==> config.mk <==
export PLATFORM = sky130hd
export DESIGN_NAME = caps_ctrl
export DESIGN_NICKNAME = d
export VERILOG_FILES = /design/src/rtl/core/caps_pkg.sv /design/src/rtl/core/caps_ctrl.sv
export SDC_FILE = /design/constraint.sdc
export NUM_CORES = 1
export LEC_CHECK = 0
export ABC_AREA = 0
export BUFFER_PORTS_ARGS = -buffer_cell sky130_fd_sc_hd__buf_2
export CAP_MARGIN = 5
export CORE_AREA = 8 8 45 47
export DETAILED_ROUTE_END_ITERATION = 12
export DIE_AREA = 0 0 53 55
export GPL_ROUTABILITY_DRIVEN = 1
export PLACE_DENSITY = 0.58
export SLEW_MARGIN = 25
export SYNTH_ARGS = -nofsm -noshare
export SYNTH_HDL_FRONTEND = slang
export SYNTH_SLANG_ARGS = --single-unit
==> constraint.sdc <==
create_clock -name aclk -period 1.9 [get_ports aclk]
set_input_delay 0.095 -clock aclk [delete_from_list [all_inputs] [get_ports aclk]]
set_output_delay 0.095 -clock aclk [all_outputs]
set_load 0.02 [all_outputs]
==> src/rtl/core/caps_pkg.sv <==
// Shared constants, types and the keep-mask function of the path simplifier.
package caps_pkg;

    localparam int MAX_DILATE = 8;
    localparam int COORD_BITS = 16;
    localparam int DELAY_LEN  = MAX_DILATE + 2;
    localparam int MARK_LEN   = 2 * MAX_DILATE + 2;
    localparam int CNT_BITS   = $clog2(DELAY_LEN + 1);
    localparam int STEP_BITS  = 4;
    localparam int LAST_MUL   = 10;
    localparam int LAST_STEP  = 11;
    localparam int CMP_BITS   = 98;

    localparam logic signed [15:0] Q_ONE = 16'sd16384;

    localparam logic CFG_COS_LIMIT = 1'b0;
    localparam logic CFG_DILATE    = 1'b1;

    typedef struct packed {
        logic                 load;
        logic                 calc;
        logic [STEP_BITS-1:0] step;
        logic                 update;
        logic                 drain;
    } caps_cmd_t;

    typedef struct packed {
        logic cnt_ge2;
        logic path_end;
        logic cnt_full;
        logic head_keep;
        logic out_free;
        logic drain_last;
    } caps_sts_t;

    function automatic logic [MARK_LEN-1:0] mark_mask(input logic [CNT_BITS-1:0] slot,
                                                     input logic [3:0] d);
        logic [MARK_LEN-1:0] m;
        logic [4:0]          lo;
        logic [4:0]          hi;
        lo = (slot >= d) ? 5'(slot) - 5'(d) : 5'd0;
        hi = 5'(slot) + 5'(d);
        for (int i = 0; i < MARK_LEN; i++) begin
            m[i] = (5'(i) >= lo) && (5'(i) <= hi);
        end
        return m;
    endfunction

endpackage

==> src/rtl/core/caps_ctrl.sv <==
// Controller state machine that sequences the corner test, the update and the drain.
module caps_ctrl
    import caps_pkg::*;
(
    input  logic      aclk,
    input  logic      aresetn,
    input  logic      s_valid,
    output logic      s_ready,
    input  caps_sts_t sts,
    output caps_cmd_t cmd
);

    typedef enum logic [3:0] {
        ST_IDLE   = 4'b0001,
        ST_CALC   = 4'b0010,
        ST_UPDATE = 4'b0100,
        ST_DRAIN  = 4'b1000
    } state_t;

    state_t               state_reg, state_next;
    logic [STEP_BITS-1:0] step_reg, step_next;
    logic                 drain_go;

    assign drain_go = !sts.head_keep || sts.out_free;

    always_comb begin
        state_next = state_reg;
        step_next  = step_reg;
        cmd        = '0;
        s_ready    = 1'b0;
        cmd.step   = step_reg;
        unique case (state_reg)
            ST_IDLE: begin
                s_ready = 1'b1;
                if (s_valid) begin
                    cmd.load   = 1'b1;
                    step_next  = '0;
                    state_next = sts.cnt_ge2 ? ST_CALC : ST_UPDATE;
                end
            end
            ST_CALC: begin
                cmd.calc = 1'b1;
                if (step_reg == STEP_BITS'(LAST_STEP)) begin
                    state_next = ST_UPDATE;
                end else begin
                    step_next = step_reg + STEP_BITS'(1);
                end
            end
            ST_UPDATE: begin
                cmd.update = 1'b1;
                state_next = (sts.path_end || sts.cnt_full) ? ST_DRAIN : ST_IDLE;
            end
            ST_DRAIN: begin
                cmd.drain = drain_go;
                if (drain_go && sts.drain_last) begin
                    state_next = ST_IDLE;
                end
            end
            default: state_next = ST_IDLE;
        endcase
    end

    always_ff @(posedge aclk) begin
        if (!aresetn) begin
            state_reg <= ST_IDLE;
            step_reg  <= '0;
        end else begin
            state_reg <= state_next;
            step_reg  <= step_next;
        end
    end

endmodule

==> impl_results.md <==
- Die width: around 53 um
- GRT Overall Usage: 8.529%
- Measured slew at the worst slew-check pin: 0.4409 ns
- Cell row count: 14
- Cells on worst reg2reg path: 5
- Post-route ant nets: 0
- Largest net degree at the start of global routing: 11
- Drt via density: 5.184
- Synth cell count leaders: dfxtp_1 (8), nand2_1 (6), nand2b_1 (4), nor2_1 (4)
- Worst path arrival time: 1.53 ns
- Area leader, netlist: dfxtp_1
- Setup crit end kind: output pin
- Design area: 556.8 um2
- Hold Path Depth: 3
- Die area: a little under 0.003 mm2
- Core box area: 0.001384 mm2
- Layout cells sized above 1: 33.80%
- Final setup fails: 0
- Top cells by area, synth: dfxtp_1 (37%), nand2b_1 (5.8%), nand2_1 (5.2%), o22ai_1 (4.3%), a21oi_1 (3.5%)
- Via Count: approximately 450
- Drc violations: 0
- Yosys cell types: 25
- GRT Residual Overflow: 0
- Final min period: 1.626 ns
- Fillers: 144
- Antenna Diode Count: 0
- Drt pass-1 iters: 4
- Worst vdd ir: 0.2822 mV
- Final Hold Viols: 0
- DP Area: roughly 530 um2
- Status: complete, no violations
- Max Cap Viol: 0
- Req. time, crit path: 1.80 ns
- Register clock-pin slew on the reported worst setup and hold paths: 0.06 ns
- Worst clock skew: 0.007336 ns
- Placed wire-length estimate: about 800 um
- Yosys warns: 0
- Synth async-reset ratio: 0%
- CTS Buf Count: 3
- Final worst path period share: 85.57%
- Mapped Cells: 52
- Clk_lat worst skew: 0.25 ns
- Proportion of synthesized area in mux cells: 0%
- Setup CP Type: register to output pin
- Initial Util: 31.28%
- Post-synthesis xor/xnor area fraction: 0%
- DIE HEIGHT: 55 um
- Post-CTS setup buffers: 0
- # nets final: 83
- GPL Wtd Cong: 0.7440
- Setup ws final: around 0.27 ns
- Top Ports: 18
- Achievable Freq: 0.6151 GHz
- Synth top area share: 36.99%
- Top_reg_cell synth: dfxtp_1
- Mapped Area: 432.9 um2
- DR iter-0 viols: 18
- Clk sinks: 8
- Avg Cell Area, Syn: 8.325 um2
- Hold Path Class: input port to register
- Worst-path maximum fanout: 4
- Mapped Nets: 62
- CTS tree: done
- Wire per inst: 12.16 um
- Post-CTS Resized: 0
- First-pass GRT wire length: 1807 um
- Cts hold-fix bufs: 0
- H-tree level count: 1
- CTS root buf: clkbuf_4
- Flops & latches, synth: 8
- EDFF count, synth: 0
- Most common cell in the netlist: dfxtp_1
- Main combinational cell family by area after synthesis: simple AND/OR/NAND/NOR gates
- Worst setup SP type: register
- Number of global-route vias before repair: 395
- Fraction of the mapped netlist area in compound gates: 19.94%
- PD cells: 729.0 mW/mm2
- Final setup TNS: 0 ns
- Routed WL: 1058 um
- Leakage: 0.2418 nW
- Initial antenna violation count: 0
- Seq/Total Area, Yosys: 36.99%
- Max Slew Vio Count: 0
- Synth Area in Simple Gates: 36.42%
- Clock Tree Buf Depth: 2
- Area Growth Syn to Fin: 28.61%
- Adder-Cell Fraction of Synth Area: 2.890%
- Relative slew slack: 70.53%
- I/O Buffers: 17
- RSZ-0062 raised after global routing: no
- Pre-CTS setup slack: around 0.38 ns
## worst max-delay path: stages (launching register included)
cell,delay (ns)
dfxtp_1,0.33
or4b_4,0.56
clkinv_2,0.08
and2_4,0.14
buf_2,0.16
## cell usage in the layout (no fill, tap or decap), drive strengths merged
cell type  count
or2b           1
o21ai          3
a21boi         1
nand2b         4
o211ai         1
nor4b          2
or4b           2
buf           17
clkinv         1
a21oi          3
and2           1
nand2          6
clkbuf         3
ha             1
o22ai          3
nor2b          2
o21a           2
dfxtp          8
inv            2
a21o           1
nand3          2
nand4b         1
nor2           4
## logic make-up (layout without fill, tap and decap cells)
kind of cell	after synthesis	count (layout)
AND/OR/NAND/NOR	25	25
adder cells (fa/ha/maj)	1	1
AO/OA/AOI/OAI	14	14
buffers and inverters	4	23
flip-flops	8	8
## layer usage
layer,global-route usage [%],part of all wire (%),vias to the layer above
li1,-,-,225
met2,10.35,38,24
met4,6.466,1.0,0
met5,0,0,-
met3,4.813,15,2
met1,10.65,45,200
## final timing paths
kind | to | from | slack [ns]
max | cmd[7] | state_reg[3] | 0.27
min | state_reg[1] | sts[5] | 0.11
max reg2reg | step_reg[0] | step_reg[0] | 0.33
min reg2reg | step_reg[1] | step_reg[1] | 0.51
## metrics by stage
stage          instances  total power [W]  util (%)  hold slack [ns]
4_1_cts               87        0.0004125     40.24          0.09340
5_1_grt               87        0.0004419     40.24          0.09004
2_1_floorplan         52        0.0002497         -           0.2342
3_5_place_dp          84        0.0002770     38.61           0.3635
3_3_place_gp          84        0.0002777     38.61           0.3607
6_report              87        0.0004059     40.24           0.1105
## area by class of cell
cell class	count	area, um2	area share [%]
clock buffers	3	22.52	4.045
inverters	3	12.51	2.247
multi-input cells	40	256.5	46.07
flip-flops and latches	8	160.2	28.76
well taps	16	20.02	3.596
repair buffers	17	85.08	15.28
## where the power goes
group / total (W) / switching, W / internal [W]
logic: 0.0000903 / 0.0000504 / 0.0000399
clock network: 0.000131 / 0.0000589 / 0.0000724
registers: 0.000184 / 0.00000848 / 0.000176
total: 0.000406 / 0.000118 / 0.000288
Power figures use the tool's default switching activity.
